`src/design/sseep_pkg.sv`:
```
// Shared types, constants and character tables for the SSE event stream parser.
// No dependencies; the other design files that use it refer to it by scoped names.
package sseep_pkg;

    localparam int TYPE_MAX    = 32;
    localparam int TYPE_LEN_W  = $clog2(TYPE_MAX + 1);
    localparam int TYPE_ADDR_W = $clog2(TYPE_MAX);

    localparam int FIFO_DEPTH  = 4;
    localparam int FIFO_PTR_W  = $clog2(FIFO_DEPTH);
    localparam int FIFO_CNT_W  = $clog2(FIFO_DEPTH + 1);

    localparam int MSG_LEN     = 7;
    localparam int EVENT_LEN   = 5;
    localparam int DATA_LEN    = 4;

    localparam logic [7:0] CH_CR    = 8'h0D;
    localparam logic [7:0] CH_LF    = 8'h0A;
    localparam logic [7:0] CH_COLON = 8'h3A;
    localparam logic [7:0] CH_SPACE = 8'h20;
    localparam logic [7:0] CH_E     = 8'h65;
    localparam logic [7:0] CH_D     = 8'h64;

    localparam logic REQ_BYTE  = 1'b0;
    localparam logic REQ_FLUSH = 1'b1;

    localparam logic KIND_DATA = 1'b0;
    localparam logic KIND_TYPE = 1'b1;

    typedef enum logic [1:0] {
        FK_OTHER = 2'd0,
        FK_EVENT = 2'd1,
        FK_DATA  = 2'd2
    } field_kind_t;

    typedef enum logic [1:0] {
        CMD_DATA    = 2'd0,
        CMD_DISP    = 2'd1,
        CMD_NL_DISP = 2'd2
    } cmd_kind_t;

    // One queued job for the back end
    typedef struct packed {
        cmd_kind_t               kind;
        logic [7:0]              data;
        logic [TYPE_LEN_W-1:0]   len;
        logic                    ovf;
    } cmd_t;

    function automatic logic [2:0] name_len(field_kind_t fk);
        case (fk)
            FK_EVENT: return 3'(EVENT_LEN);
            FK_DATA:  return 3'(DATA_LEN);
            default:  return 3'd0;
        endcase
    endfunction

    function automatic logic [7:0] word_char(field_kind_t fk, logic [2:0] pos);
        logic [7:0] ch;
        ch = 8'h00;
        if (fk == FK_EVENT)
        begin
            case (pos)
                3'd0:    ch = "e";
                3'd1:    ch = "v";
                3'd2:    ch = "e";
                3'd3:    ch = "n";
                3'd4:    ch = "t";
                default: ch = 8'h00;
            endcase
        end
        else
        begin
            case (pos)
                3'd0:    ch = "d";
                3'd1:    ch = "a";
                3'd2:    ch = "t";
                3'd3:    ch = "a";
                default: ch = 8'h00;
            endcase
        end
        return ch;
    endfunction

    function automatic logic [7:0] message_char(logic [2:0] idx);
        case (idx)
            3'd0:    return "m";
            3'd1:    return "e";
            3'd2:    return "s";
            3'd3:    return "s";
            3'd4:    return "a";
            3'd5:    return "g";
            3'd6:    return "e";
            default: return 8'h00;
        endcase
    endfunction

endpackage

```
`src/design/sse_event_stream_parser_unit.sv`:
```
// Server-Sent Events stream parser.
// Slave channel: one stream byte or one end-of-stream flush per transaction.
// Master channel: data payload bytes and event type bytes; tlast closes an event.
// A data value byte passes the command queue, the back end byte register and
// the output register before it is offered on the master side. The back end
// pops each queued output byte, then loads it into the output register; bytes
// of a stored event name go through a type store read then an output register
// load, the default name one byte per cycle while the receiver takes it. All
// stream bytes are taken one per cycle until the four-entry command queue ahead
// of the back end fills or a dispatch holds tready low, as below.
// After a transaction that dispatches an event the slave side holds tready low
// until the last name byte is loaded into the output register, since the next
// event line would write the same type store.
// Reset clears the line state, the pending flags and the output valid flag; the
// type store is not cleared and needs no clearing pass.
// When the receiver stalls the output register holds, the back end stops, the
// queue fills and tready drops.
// Depends on sseep_pkg, sseep_front, sseep_cmd_fifo, sseep_back and sseep_ram.
module sse_event_stream_parser_unit (
    input  logic       clk,
    input  logic       rst_n,
    input  logic       s_tvalid,
    output logic       s_tready,
    input  logic [7:0] s_tdata,   // [7:0] byte_value
    input  logic [1:0] s_tuser,   // [0] req_type, [1] dispatch_on_flush
    output logic       m_tvalid,
    input  logic       m_tready,
    output logic [7:0] m_tdata,   // [7:0] out_byte
    output logic [1:0] m_tuser,   // [0] item_kind, [1] name_truncated
    output logic       m_tlast
);

    logic                                fifo_full, fifo_empty;
    logic                                push, pop, disp_done;
    sseep_pkg::cmd_t                     push_cmd, head_cmd;
    logic                                store_we;
    logic [sseep_pkg::TYPE_ADDR_W-1:0]   store_waddr, store_raddr;
    logic [7:0]                          store_wdata, store_rdata;

    sseep_front u_front (
        .clk         (clk),
        .rst_n       (rst_n),
        .s_tvalid    (s_tvalid),
        .s_tready    (s_tready),
        .s_tdata     (s_tdata),
        .s_tuser     (s_tuser),
        .fifo_full   (fifo_full),
        .push        (push),
        .push_cmd    (push_cmd),
        .disp_done   (disp_done),
        .store_we    (store_we),
        .store_waddr (store_waddr),
        .store_wdata (store_wdata)
    );

    sseep_cmd_fifo u_fifo (
        .clk      (clk),
        .rst_n    (rst_n),
        .push     (push),
        .push_cmd (push_cmd),
        .pop      (pop),
        .head_cmd (head_cmd),
        .full     (fifo_full),
        .empty    (fifo_empty)
    );

    sseep_ram #(
        .WIDTH (8),
        .DEPTH (sseep_pkg::TYPE_MAX)
    ) u_type_store (
        .clk   (clk),
        .we    (store_we),
        .waddr (store_waddr),
        .wdata (store_wdata),
        .raddr (store_raddr),
        .rdata (store_rdata)
    );

    sseep_back u_back (
        .clk         (clk),
        .rst_n       (rst_n),
        .fifo_empty  (fifo_empty),
        .head_cmd    (head_cmd),
        .pop         (pop),
        .disp_done   (disp_done),
        .store_raddr (store_raddr),
        .store_rdata (store_rdata),
        .m_tvalid    (m_tvalid),
        .m_tready    (m_tready),
        .m_tdata     (m_tdata),
        .m_tuser     (m_tuser),
        .m_tlast     (m_tlast)
    );

endmodule

```
`src/design/sseep_ram.sv`:
```
// Generic single-port-write, single-port-read RAM with registered read data.
// Stand-alone; no package dependency.
module sseep_ram #(
    parameter int WIDTH = 8,
    parameter int DEPTH = 32
) (
    input  logic                     clk,
    input  logic                     we,
    input  logic [$clog2(DEPTH)-1:0] waddr,
    input  logic [WIDTH-1:0]         wdata,
    input  logic [$clog2(DEPTH)-1:0] raddr,
    output logic [WIDTH-1:0]         rdata
);

    logic [WIDTH-1:0] mem [DEPTH];

    always_ff @(posedge clk)
    begin
        if (we)
        begin
            mem[waddr] <= wdata;
        end
        rdata <= mem[raddr];
    end

endmodule

```
`src/design/sseep_cmd_fifo.sv`:
```
// Short command queue between the parser front end and the output back end.
// Depends on sseep_pkg for the command type and depth.
module sseep_cmd_fifo (
    input  logic              clk,
    input  logic              rst_n,
    input  logic              push,
    input  sseep_pkg::cmd_t   push_cmd,
    input  logic              pop,
    output sseep_pkg::cmd_t   head_cmd,
    output logic              full,
    output logic              empty
);

    sseep_pkg::cmd_t                     slot_reg [sseep_pkg::FIFO_DEPTH];
    logic [sseep_pkg::FIFO_PTR_W-1:0]    wr_ptr_reg, wr_ptr_next;
    logic [sseep_pkg::FIFO_PTR_W-1:0]    rd_ptr_reg, rd_ptr_next;
    logic [sseep_pkg::FIFO_CNT_W-1:0]    count_reg, count_next;
    logic                                do_push, do_pop;

    assign full     = (count_reg == sseep_pkg::FIFO_CNT_W'(sseep_pkg::FIFO_DEPTH));
    assign empty    = (count_reg == '0);
    assign do_push  = push && !full;
    assign do_pop   = pop && !empty;
    assign head_cmd = slot_reg[rd_ptr_reg];

    always_comb
    begin
        wr_ptr_next = wr_ptr_reg;
        rd_ptr_next = rd_ptr_reg;
        count_next  = count_reg;
        if (do_push)
        begin
            wr_ptr_next = wr_ptr_reg + 1'b1;
        end
        if (do_pop)
        begin
            rd_ptr_next = rd_ptr_reg + 1'b1;
        end
        if (do_push && !do_pop)
        begin
            count_next = count_reg + 1'b1;
        end
        else if (do_pop && !do_push)
        begin
            count_next = count_reg - 1'b1;
        end
    end

    always_ff @(posedge clk or negedge rst_n)
    begin
        if (!rst_n)
        begin
            wr_ptr_reg <= '0;
            rd_ptr_reg <= '0;
            count_reg  <= '0;
        end
        else
        begin
            wr_ptr_reg <= wr_ptr_next;
            rd_ptr_reg <= rd_ptr_next;
            count_reg  <= count_next;
        end
    end

    always_ff @(posedge clk)
    begin
        if (do_push)
        begin
            slot_reg[wr_ptr_reg] <= push_cmd;
        end
    end

endmodule

```
`src/design/sseep_front.sv`:
```
// Parser front end: accepts stream bytes and flushes, tracks line and field
// state, writes event names into the type store and queues output commands.
// Depends on sseep_pkg.
module sseep_front (
    input  logic                                 clk,
    input  logic                                 rst_n,
    input  logic                                 s_tvalid,
    output logic                                 s_tready,
    input  logic [7:0]                           s_tdata,
    input  logic [1:0]                           s_tuser,
    input  logic                                 fifo_full,
    output logic                                 push,
    output sseep_pkg::cmd_t                      push_cmd,
    input  logic                                 disp_done,
    output logic                                 store_we,
    output logic [sseep_pkg::TYPE_ADDR_W-1:0]    store_waddr,
    output logic [7:0]                           store_wdata
);

    typedef enum logic [6:0] {
        PH_START       = 7'b0000001,
        PH_NAME        = 7'b0000010,
        PH_SKIP        = 7'b0000100,
        PH_DATA_FIRST  = 7'b0001000,
        PH_DATA_VAL    = 7'b0010000,
        PH_EVENT_FIRST = 7'b0100000,
        PH_EVENT_VAL   = 7'b1000000
    } phase_t;

    phase_t                              phase_reg, phase_next;
    logic [2:0]                          pos_reg, pos_next;
    sseep_pkg::field_kind_t              fk_reg, fk_next;
    logic                                pending_reg, pending_next;
    logic                                nonempty_reg, nonempty_next;
    logic [sseep_pkg::TYPE_LEN_W-1:0]    len_reg, len_next;
    logic                                ovf_reg, ovf_next;
    logic                                disp_out_reg, disp_out_next;

    logic        accept, req, force_disp;
    logic [7:0]  c;
    logic        do_end_line, do_take;
    logic        nl, data_emit, disp;
    logic [2:0]  nlen;

    assign s_tready    = !fifo_full && !disp_out_reg;
    assign accept      = s_tvalid && s_tready;
    assign c           = s_tdata;
    assign req         = s_tuser[0];
    assign force_disp  = s_tuser[1];
    assign nlen        = sseep_pkg::name_len(fk_reg);
    assign store_wdata = c;
    assign store_waddr = len_reg[sseep_pkg::TYPE_ADDR_W-1:0];

    assign do_end_line = accept && (((req == sseep_pkg::REQ_BYTE) && (c == sseep_pkg::CH_LF))
                                    || ((req == sseep_pkg::REQ_FLUSH) && (phase_reg != PH_START)));
    assign do_take     = accept && (req == sseep_pkg::REQ_BYTE)
                         && (c != sseep_pkg::CH_CR) && (c != sseep_pkg::CH_LF);

    always_comb
    begin
        phase_next    = phase_reg;
        pos_next      = pos_reg;
        fk_next       = fk_reg;
        pending_next  = pending_reg;
        nonempty_next = nonempty_reg;
        len_next      = len_reg;
        ovf_next      = ovf_reg;
        disp_out_next = disp_out_reg;
        nl            = 1'b0;
        data_emit     = 1'b0;
        disp          = 1'b0;
        store_we      = 1'b0;
        push_cmd      = '0;

        if (disp_done)
        begin
            disp_out_next = 1'b0;
        end

        if (do_end_line)
        begin
            if (phase_reg == PH_START)
            begin
                disp = pending_reg;
            end
            else if ((phase_reg == PH_NAME) && (fk_reg != sseep_pkg::FK_OTHER)
                     && (pos_reg == nlen))
            begin
                pending_next = 1'b1;
                if (fk_reg == sseep_pkg::FK_DATA)
                begin
                    nl = nonempty_reg;
                end
                else
                begin
                    len_next = '0;
                    ovf_next = 1'b0;
                end
            end
            phase_next = PH_START;
            pos_next   = '0;
            fk_next    = sseep_pkg::FK_OTHER;
        end

        if (do_take)
        begin
            case (phase_reg)
                PH_START:
                begin
                    if (c == sseep_pkg::CH_E)
                    begin
                        fk_next    = sseep_pkg::FK_EVENT;
                        pos_next   = 3'd1;
                        phase_next = PH_NAME;
                    end
                    else if (c == sseep_pkg::CH_D)
                    begin
                        fk_next    = sseep_pkg::FK_DATA;
                        pos_next   = 3'd1;
                        phase_next = PH_NAME;
                    end
                    else
                    begin
                        phase_next = PH_SKIP;
                    end
                end
                PH_NAME:
                begin
                    if (c == sseep_pkg::CH_COLON)
                    begin
                        if ((pos_reg == nlen) && (fk_reg == sseep_pkg::FK_DATA))
                        begin
                            nl           = nonempty_reg;
                            pending_next = 1'b1;
                            phase_next   = PH_DATA_FIRST;
                        end
                        else if ((pos_reg == nlen) && (fk_reg == sseep_pkg::FK_EVENT))
                        begin
                            len_next     = '0;
                            ovf_next     = 1'b0;
                            pending_next = 1'b1;
                            phase_next   = PH_EVENT_FIRST;
                        end
                        else
                        begin
                            phase_next = PH_SKIP;
                        end
                    end
                    else if ((pos_reg < nlen) && (c == sseep_pkg::word_char(fk_reg, pos_reg)))
                    begin
                        pos_next = pos_reg + 3'd1;
                    end
                    else
                    begin
                        phase_next = PH_SKIP;
                    end
                end
                PH_DATA_FIRST, PH_DATA_VAL:
                begin
                    phase_next = PH_DATA_VAL;
                    if ((phase_reg == PH_DATA_VAL) || (c != sseep_pkg::CH_SPACE))
                    begin
                        data_emit     = 1'b1;
                        nonempty_next = 1'b1;
                    end
                end
                PH_EVENT_FIRST, PH_EVENT_VAL:
                begin
                    phase_next = PH_EVENT_VAL;
                    if ((phase_reg == PH_EVENT_VAL) || (c != sseep_pkg::CH_SPACE))
                    begin
                        // Append to the name store, or drop and flag when full
                        if (len_reg < sseep_pkg::TYPE_LEN_W'(sseep_pkg::TYPE_MAX))
                        begin
                            store_we = 1'b1;
                            len_next = len_reg + 1'b1;
                        end
                        else
                        begin
                            ovf_next = 1'b1;
                        end
                    end
                end
                default:
                begin
                    phase_next = phase_reg;
                end
            endcase
        end

        if (accept && (req == sseep_pkg::REQ_FLUSH) && force_disp && pending_next && !disp)
        begin
            disp = 1'b1;
        end

        push_cmd.data = nl ? sseep_pkg::CH_LF : c;
        if (disp)
        begin
            push_cmd.kind = nl ? sseep_pkg::CMD_NL_DISP : sseep_pkg::CMD_DISP;
            push_cmd.len  = len_next;
            push_cmd.ovf  = ovf_next;
            len_next      = '0;
            ovf_next      = 1'b0;
            pending_next  = 1'b0;
            nonempty_next = 1'b0;
            disp_out_next = 1'b1;
        end
        else
        begin
            push_cmd.kind = sseep_pkg::CMD_DATA;
        end
    end

    assign push = disp || nl || data_emit;

    always_ff @(posedge clk or negedge rst_n)
    begin
        if (!rst_n)
        begin
            phase_reg    <= PH_START;
            pos_reg      <= '0;
            fk_reg       <= sseep_pkg::FK_OTHER;
            pending_reg  <= 1'b0;
            nonempty_reg <= 1'b0;
            len_reg      <= '0;
            ovf_reg      <= 1'b0;
            disp_out_reg <= 1'b0;
        end
        else
        begin
            phase_reg    <= phase_next;
            pos_reg      <= pos_next;
            fk_reg       <= fk_next;
            pending_reg  <= pending_next;
            nonempty_reg <= nonempty_next;
            len_reg      <= len_next;
            ovf_reg      <= ovf_next;
            disp_out_reg <= disp_out_next;
        end
    end

endmodule

```
`src/design/sseep_back.sv`:
```
// Output back end: pops queued commands and drives the result stream through
// an output register, reading the event name from the type store on dispatch.
// Depends on sseep_pkg.
module sseep_back (
    input  logic                                 clk,
    input  logic                                 rst_n,
    input  logic                                 fifo_empty,
    input  sseep_pkg::cmd_t                      head_cmd,
    output logic                                 pop,
    output logic                                 disp_done,
    output logic [sseep_pkg::TYPE_ADDR_W-1:0]    store_raddr,
    input  logic [7:0]                           store_rdata,
    output logic                                 m_tvalid,
    input  logic                                 m_tready,
    output logic [7:0]                           m_tdata,
    output logic [1:0]                           m_tuser,
    output logic                                 m_tlast
);

    typedef enum logic [4:0] {
        B_IDLE = 5'b00001,
        B_BYTE = 5'b00010,
        B_MSG  = 5'b00100,
        B_RD   = 5'b01000,
        B_LD   = 5'b10000
    } back_state_t;

    back_state_t                         state_reg, state_next;
    logic [7:0]                          byte_reg, byte_next;
    logic                                disp_after_reg, disp_after_next;
    logic [sseep_pkg::TYPE_LEN_W-1:0]    len_reg, len_next;
    logic                                ovf_reg, ovf_next;
    logic [sseep_pkg::TYPE_LEN_W-1:0]    idx_reg, idx_next;
    logic                                out_valid_reg, out_valid_next;
    logic [7:0]                          out_byte_reg;
    logic                                out_kind_reg, out_last_reg, out_trunc_reg;

    logic        load_ok, load;
    logic        ld_kind, ld_last, ld_trunc;
    logic [7:0]  ld_byte;
    logic        type_last, msg_last;

    assign load_ok     = !out_valid_reg || m_tready;
    assign store_raddr = idx_reg[sseep_pkg::TYPE_ADDR_W-1:0];
    assign type_last   = ((idx_reg + 1'b1) == len_reg);
    assign msg_last    = (idx_reg == sseep_pkg::TYPE_LEN_W'(sseep_pkg::MSG_LEN - 1));

    always_comb
    begin
        state_next      = state_reg;
        byte_next       = byte_reg;
        disp_after_next = disp_after_reg;
        len_next        = len_reg;
        ovf_next        = ovf_reg;
        idx_next        = idx_reg;
        pop             = 1'b0;
        disp_done       = 1'b0;
        load            = 1'b0;
        ld_kind         = sseep_pkg::KIND_DATA;
        ld_byte         = byte_reg;
        ld_last         = 1'b0;
        ld_trunc        = 1'b0;

        case (state_reg)
            B_IDLE:
            begin
                if (!fifo_empty)
                begin
                    pop             = 1'b1;
                    byte_next       = head_cmd.data;
                    disp_after_next = (head_cmd.kind != sseep_pkg::CMD_DATA);
                    len_next        = head_cmd.len;
                    ovf_next        = head_cmd.ovf;
                    idx_next        = '0;
                    if (head_cmd.kind == sseep_pkg::CMD_DISP)
                    begin
                        state_next = (head_cmd.len == '0) ? B_MSG : B_RD;
                    end
                    else
                    begin
                        state_next = B_BYTE;
                    end
                end
            end
            B_BYTE:
            begin
                if (load_ok)
                begin
                    load = 1'b1;
                    if (disp_after_reg)
                    begin
                        state_next = (len_reg == '0) ? B_MSG : B_RD;
                    end
                    else
                    begin
                        state_next = B_IDLE;
                    end
                end
            end
            B_MSG:
            begin
                if (load_ok)
                begin
                    load     = 1'b1;
                    ld_kind  = sseep_pkg::KIND_TYPE;
                    ld_byte  = sseep_pkg::message_char(idx_reg[2:0]);
                    ld_last  = msg_last;
                    idx_next = idx_reg + 1'b1;
                    if (msg_last)
                    begin
                        state_next = B_IDLE;
                        disp_done  = 1'b1;
                    end
                end
            end
            B_RD:
            begin
                // Store address is presented this cycle, data lands next
                state_next = B_LD;
            end
            B_LD:
            begin
                if (load_ok)
                begin
                    load     = 1'b1;
                    ld_kind  = sseep_pkg::KIND_TYPE;
                    ld_byte  = store_rdata;
                    ld_last  = type_last;
                    ld_trunc = ovf_reg;
                    idx_next = idx_reg + 1'b1;
                    if (type_last)
                    begin
                        state_next = B_IDLE;
                        disp_done  = 1'b1;
                    end
                    else
                    begin
                        state_next = B_RD;
                    end
                end
            end
            default:
            begin
                state_next = B_IDLE;
            end
        endcase

        if (load)
        begin
            out_valid_next = 1'b1;
        end
        else if (m_tready)
        begin
            out_valid_next = 1'b0;
        end
        else
        begin
            out_valid_next = out_valid_reg;
        end
    end

    always_ff @(posedge clk or negedge rst_n)
    begin
        if (!rst_n)
        begin
            state_reg     <= B_IDLE;
            out_valid_reg <= 1'b0;
        end
        else
        begin
            state_reg     <= state_next;
            out_valid_reg <= out_valid_next;
        end
    end

    always_ff @(posedge clk)
    begin
        byte_reg       <= byte_next;
        disp_after_reg <= disp_after_next;
        len_reg        <= len_next;
        ovf_reg        <= ovf_next;
        idx_reg        <= idx_next;
        if (load)
        begin
            out_byte_reg  <= ld_byte;
            out_kind_reg  <= ld_kind;
            out_last_reg  <= ld_last;
            out_trunc_reg <= ld_trunc;
        end
    end

    assign m_tvalid = out_valid_reg;
    assign m_tdata  = out_byte_reg;
    assign m_tuser  = {out_trunc_reg, out_kind_reg};
    assign m_tlast  = out_last_reg;

endmodule

```
`config.mk`:
```
export PLATFORM = sky130hd
export DESIGN_NAME = sse_event_stream_parser_unit
export DESIGN_NICKNAME = d
export VERILOG_FILES = /design/src/design/sseep_pkg.sv /design/src/design/sse_event_stream_parser_unit.sv /design/src/design/sseep_ram.sv /design/src/design/sseep_cmd_fifo.sv /design/src/design/sseep_front.sv /design/src/design/sseep_back.sv
export SDC_FILE = /design/constraint.sdc
export NUM_CORES = 1
export LEC_CHECK = 0
export ABC_CLOCK_PERIOD_IN_PS = 7800
export BUFFER_PORTS_ARGS = -buffer_cell sky130_fd_sc_hd__clkbuf_2
export CAP_MARGIN = 15
export CORE_MARGIN = 2
export CORE_UTILIZATION = 60
export CTS_CLUSTER_DIAMETER = 150
export DETAILED_ROUTE_END_ITERATION = 7
export GPL_TIMING_DRIVEN = 0
export HOLD_SLACK_MARGIN = 0.05
export PLACE_DENSITY = 0.78
export RECOVER_POWER = 50
export SKIP_CTS_REPAIR_TIMING = 1
export SYNTH_ARGS = -nofsm -noshare
export SYNTH_HDL_FRONTEND = slang
export SYNTH_SLANG_ARGS = --single-unit
```
`constraint.sdc`:
```
create_clock -name clk -period 7.8 [get_ports clk]
set_input_delay 1.56 -clock clk [delete_from_list [all_inputs] [get_ports clk]]
set_output_delay 1.56 -clock clk [all_outputs]
set_load 0.03 [all_outputs]
```
==> results.json, run 1 <==
{
  "gp_congestion": 0.916,
  "synth_top_cell_area_share_pct": 63.6,
  "start_kind": "input port",
  "largest_reg_flops": 256,
  "grt_usage_pct": 25.8,
  "grt_max_degree": 41,
  "rrSetupSlack_ps": 3780,
  "r2r-end": "u_fifo.count_reg[2]",
  "fin_nets": 1075,
  "power_density_nw_per_um2": 322,
  "final_common_cell": "edfxtp_1",
  "grt-ovfl-total": 0,
  "clkLatencyLatePin_ps": 540,
  "die_width_um": 172,
  "switching_power_uw": 1710,
  "min_period_ps": 5760,
  "ant_nets": 0,
  "vdd_drop_max_mv": 0.178,
  "vias": 9194,
  "grt_pass1_wl_mm": 55.2,
  "antenna_cells": 0,
  "synth_edf_count": 357,
  "clkPwrFrac_pct": 31.5,
  "clkTransAtPathRegs_ps": 60,
  "routed_wirelength_mm": 36.5,
  "cp.arrival_ps": 6210,
  "crit_start": "s_tdata[3]",
  "async_flop_share_pct": 8.75,
  "p_total_uw": 6030,
  "synth_cells": 965,
  "crit_fanout": 39,
  "syn_nets": 1004,
  "finalNonFillerCells": 1444,
  "initial_core_util_pct": 60.8,
  "die_h_um": 172,
  "finalSetupTns_ps": 0,
  "final.period_utilization_pct": 73.9,
  "clkSinkCount": 400,
  "syn_area_sq_um": 16800,
  "synth_seq_cells": 400,
  "root_buffer": "clkbuf_16",
  "portBuffers": 26,
  "p_sw_share_pct": 28.3,
  "postLayoutCellArea_sq_um": 18700,
  "tritoncts": "done",
  "dieArea_sq_um": 29400,
  "skew_ps": 11.4,
  "timing.fmax_mhz": 174,
  "final_cell_mix": "edfxtp_1 (357), mux4_2 (97), nor2_1 (75), clkbuf_1 (68), clkbuf_16 (42)",
  "crit_end": "u_fifo.count_reg[2]",
  "htreeDepth": 2,
  "seq_area_frac_synth_pct": 69.8,
  "cts_buffers": 40,
  "worstPathRequired_ps": 8250,
  "yosysUniqueCellTypes": 73,
  "design.core.area_sq_um": 27700,
  "synth_area_leader_cell": "edfxtp_1",
  "slowest_delay_ps": 1310,
  "hp-class": "reg -> reg",
  "syn_area_per_cell_sq_um": 17.5,
  "dpl_cell_area_sq_um": 17500,
  "antenna_found_initial": 0,
  "cp-end-kind": "register",
  "ys.flop_type": "edfxtp_1",
  "dp.cells": 1372,
  "drv_slew": 355,
  "drive_above_1_share_pct": 17.4,
  "internal-power_uw": 4320,
  "drtPass1Iterations": 5,
  "slew_headroom_pct": -44.7,
  "viasPerCell": 6.37,
  "rsz0062_at_grt": "false",
  "num_rows": 61,
  "tightest_slew_ps": 2170,
  "synth_area_leaders": "edfxtp_1 (64%), mux4_2 (13%), dfrtp_1 (4.9%)",
  "path_cells": "clkbuf_1 > nor4bb_1 > nand4_1 > nor2_1 > a32oi_1 > o21ai_0 > ha_1 > inv_1 > fa_1 > xor2_1 > nor2_1 > xor2_1",
  "post_drt_wl_per_cell_um": 25.3,
  "grt_pass1_vias": 9261,
  "yosysWarnings": 0,
  "failed_checks": "capacitance limit, slew limit",
  "drtIter0Drc": 1004,
  "hpwl_mm": 22.7,
  "crit_path_top_delay_cell": "clkbuf_1",
  "status": "finished, violations left",
  "r2r_cells": 10,
  "leakagePower_uw": 0.00614,
  "maxCapViolCount": 9,
  "cts.path.max_buffers": 3,
  "drc": 0,
  "hold_viol": 0,
  "power_frac_comb_pct": 25.5,
  "crit_type": "in -> reg",
  "p_seq_share_pct": 43.0,
  "num_io_pins": 27,
  "setup_viol": 0,
  "r2r-start": "u_front.phase_reg[3]",
  "area_delta_synth_final_pct": 11.1
}
==> worst max-delay path, delay by kind of cell <==
kind	cells	cell delay, ps
buffers and inverters	2	1380
AO/OA/AOI/OAI	2	870
XOR/XNOR	2	350
adder cells (fa/ha/maj)	2	750
AND/OR/NAND/NOR	4	1270
==> layer usage <==
layer  part of all wire (%)  vias up  global-route usage, %  wire length, um
li1                       -     3991                      -                -
met1                     40     4685                   35.6            14700
met2                     49      437                   42.2            18000
met3                    7.4       81                   5.09             2690
met4                    3.2        0                   8.18             1160
met5                      0        -                      0                0
==> synthesized netlist by cell type, types with 5 or more instances <==
library cell / number
dfrtp_1: 33
nand2_1: 35
o22a_1: 5
nor2b_1: 11
and2_1: 12
or2_2: 6
xnor2_1: 10
nand4_1: 7
ha_1: 24
xor2_1: 11
clkbuf_1: 28
o21a_1: 7
nand2b_1: 16
mux4_2: 97
nand3_1: 21
a21o_1: 5
o211ai_1: 6
and3_1: 5
or3_1: 10
o21ai_0: 20
mux2_2: 10
nor2_1: 75
inv_1: 24
buf_1: 6
a21oi_1: 19
edfxtp_1: 357
nor4_1: 11
nor3_1: 13
dfxtp_1: 8
==> cell families (layout without fill, tap and decap cells) <==
group | Yosys count | in the layout | synth area share [%]
flops | 400 | 400 | 69.8
simple gates | 248 | 248 | 7.79
mux | 111 | 111 | 13.9
compound gates | 95 | 95 | 3.89
buf+inv | 64 | 165 | 1.50
fa+ha+maj | 25 | 25 | 1.90
xor+xnor | 22 | 22 | 1.23
==> worst min path at each step <==
stage / from / endpoint / slack, ps / cells past startpoint
finish: u_front.nonempty_reg / u_front.nonempty_reg / 510 / 2
global route: u_fifo.count_reg[2] / u_fifo.count_reg[2] / 530 / 1
CTS: u_front.nonempty_reg / u_front.nonempty_reg / 510 / 2
detailed placement: u_fifo.count_reg[2] / u_fifo.count_reg[2] / 480 / 1
global placement: u_fifo.count_reg[2] / u_fifo.count_reg[2] / 470 / 1
floorplan: u_fifo.count_reg[2] / u_fifo.count_reg[2] / 460 / 1
==> power groups by stage <==
stage	sequential (uW)	clock, uW	combinational [uW]
CTS	2590	1910	1560
floorplan	2640	0	1080
global route	2610	1990	1630
finish	2590	1900	1540
global placement	2640	0	1490
detailed placement	2640	0	1540
==> metrics by stage <==
step	util, %	hold slack, ps	setup WS, ps
floorplan	-	457	3690
finish	67.6	508	2040
detailed placement	63.1	483	2430
global route	67.6	533	1640
global placement	63.0	470	2190
CTS	67.8	506	2970
==> area by class of cell <==
type,instances,area (sq um)
sequential,400,11800
fill,1785,8990
multi-input combinational,501,4810
clock buffer,56,1160
tap,378,473
buffer,40,161
clock inverter,16,145
timing repair buffer,29,113
inverter,24,90.1
(Power assumes the default switching activity.)
==> run 2: changes to the inputs <==
- ABC_CLOCK_PERIOD_IN_PS: 7800 -> 4690
- CORE_UTILIZATION: 60 -> 57
- PLACE_DENSITY: 0.78 -> 0.77
- clock period: 7.8 -> 4.69 ns (I/O delays scaled with it)
==> run 2 against run 1 <==
  * Combinational power up 66%
  * The flow still finishes with violations (capacitance limit, slew limit)
  * Largest power group unchanged
  * Critical path type unchanged
  * Clock skew up 9.4 ps
  * Clock power up 68%
  * Die area up 5.1%
==> results.json, run 2 (synthesis results as in run 1) <==
{
  "clkPwrFrac_pct": 31.7,
  "finalSetupTns_ps": 0,
  "grt_usage_pct": 24.5,
  "cp.arrival_ps": 4460,
  "vdd_drop_max_mv": 0.255,
  "internal-power_uw": 7190,
  "maxCapViolCount": 1,
  "status": "finished, violations left",
  "drive_above_1_share_pct": 18.3,
  "area_delta_synth_final_pct": 11.3,
  "hold_viol": 0,
  "power_frac_comb_pct": 25.5,
  "die_h_um": 176,
  "cts_buffers": 40,
  "portBuffers": 26,
  "crit_path_top_delay_cell": "nor2_1",
  "hp-class": "reg -> reg",
  "die_width_um": 176,
  "antenna_found_initial": 1,
  "min_period_ps": 4300,
  "gp_congestion": 0.880,
  "r2r-end": "u_fifo.count_reg[1]",
  "cts.path.max_buffers": 3,
  "dp.cells": 1378,
  "post_drt_wl_per_cell_um": 25.1,
  "postLayoutCellArea_sq_um": 18700,
  "hpwl_mm": 22.2,
  "viasPerCell": 6.43,
  "leakagePower_uw": 0.00617,
  "cp_top_family": "simple AND/OR/NAND/NOR gates",
  "final_common_cell": "edfxtp_1",
  "routed_wirelength_mm": 36.5,
  "initial_core_util_pct": 58.2,
  "htreeDepth": 2,
  "drtPass1Iterations": 6,
  "rrSetupSlack_ps": 640,
  "failed_checks": "capacitance limit, slew limit",
  "dpl_cell_area_sq_um": 17500,
  "worstPathRequired_ps": 4850,
  "clkSinkCount": 400,
  "cp-end-kind": "register",
  "path_cells": "clkbuf_2 > and3b_1 > o211a_1 > or2_2 > clkbuf_1 > nor4b_2 > nand2_1 > nor2_1",
  "p_seq_share_pct": 42.8,
  "root_buffer": "clkbuf_16",
  "setup_viol": 0,
  "drv_slew": 36,
  "num_rows": 62,
  "hold_end": "u_fifo.count_reg[2]",
  "p_sw_share_pct": 28.5,
  "largest_reg_flops": 256,
  "tightest_slew_ps": 2090,
  "grt-ovfl-total": 0,
  "slowest_delay_ps": 860,
  "crit_type": "in -> reg",
  "design.core.area_sq_um": 28900,
  "num_io_pins": 27,
  "fin_nets": 1075,
  "clkLatencyLatePin_ps": 550,
  "slew_headroom_pct": -39.5,
  "final_cell_mix": "edfxtp_1 (357), mux4_2 (97), nor2_1 (75), clkbuf_1 (63), clkbuf_16 (40)",
  "skew_ps": 20.8,
  "drc": 0,
  "crit_fanout": 39,
  "vias": 9332,
  "grt_max_degree": 41,
  "grt_pass1_vias": 9358,
  "hold_ws_ps": 504,
  "final.period_utilization_pct": 91.7,
  "min_from": "u_fifo.count_reg[2]",
  "start_kind": "input port",
  "ant_nets": 0,
  "r2r_cells": 11,
  "grt_pass1_wl_mm": 56.3,
  "r2r-start": "u_back.state_reg[2]",
  "dieArea_sq_um": 30900,
  "switching_power_uw": 2860,
  "drtIter0Drc": 1223,
  "tritoncts": "done",
  "timing.fmax_mhz": 233,
  "path_buf_inv": 2,
  "finalNonFillerCells": 1452,
  "rsz0062_at_grt": "false",
  "hold_depth": 1,
  "antenna_cells": 0,
  "clkTransAtPathRegs_ps": 60,
  "power_density_nw_per_um2": 536
}
-- run 2: power groups by stage --
stage               clock [uW]  sequential, uW  combinational [uW]
floorplan                    0            4380                1790
global placement             0            4380                2500
detailed placement           0            4380                2560
CTS                       3210            4310                2600
global route              3350            4330                2730
finish                    3190            4300                2560
-- run 2: worst max path at each step --
stage	slack [ps]	end	startpoint	depth (start not counted)
3_5_place_dp	-80	u_type_store.mem[21][2]	s_tdata[2]	8
2_1_floorplan	580	u_fifo.count_reg[1]	u_back.state_reg[2]	8
4_1_cts	460	u_type_store.mem[24][5]	s_tdata[2]	8
6_report	390	u_type_store.mem[24][5]	s_tdata[1]	8
3_3_place_gp	-1010	u_fifo.count_reg[1]	u_back.state_reg[2]	8
5_1_grt	290	u_type_store.mem[29][2]	s_tdata[1]	8
-- run 2: final cells by class --
type,count,area [sq um]
Tap cell,384,480
Multi-Input combinational cell,501,4820
Timing Repair Buffer,29,123
Clock buffer,53,1080
Clock inverter,21,238
Fill cell,1922,10200
Buffer,40,161
Inverter,24,90.1
Sequential cell,400,11800
-- run 2: worst reg2reg max path: cells and delay by family (launching register included) --
kind	cells	cell delay [ps]
fa+ha+maj	2	630
buf+inv	6	1440
flops	1	350
mux	1	260
simple gates	2	1240
-- run 2: through the flow --
| stage | utilization (%) | setup WS [ps] | power (uW) |
|---|---|---|---|
| 5_1_grt | 64.8 | 290 | 10400 |
| 3_3_place_gp | 60.3 | -1010 | 6880 |
| 3_5_place_dp | 60.4 | -82.8 | 6940 |
| 2_1_floorplan | - | 577 | 6170 |
| 6_report | 64.8 | 391 | 10100 |
| 4_1_cts | 65.0 | 455 | 10100 |
-- run 2: per-layer routing --
layer	up-vias	global-route usage (%)	routed length, um
met4	0	7.23	853
met2	512	40.4	18300
met1	4754	34.0	14400
li1	3993	-	-
met3	73	4.26	2980
met5	-	0	0
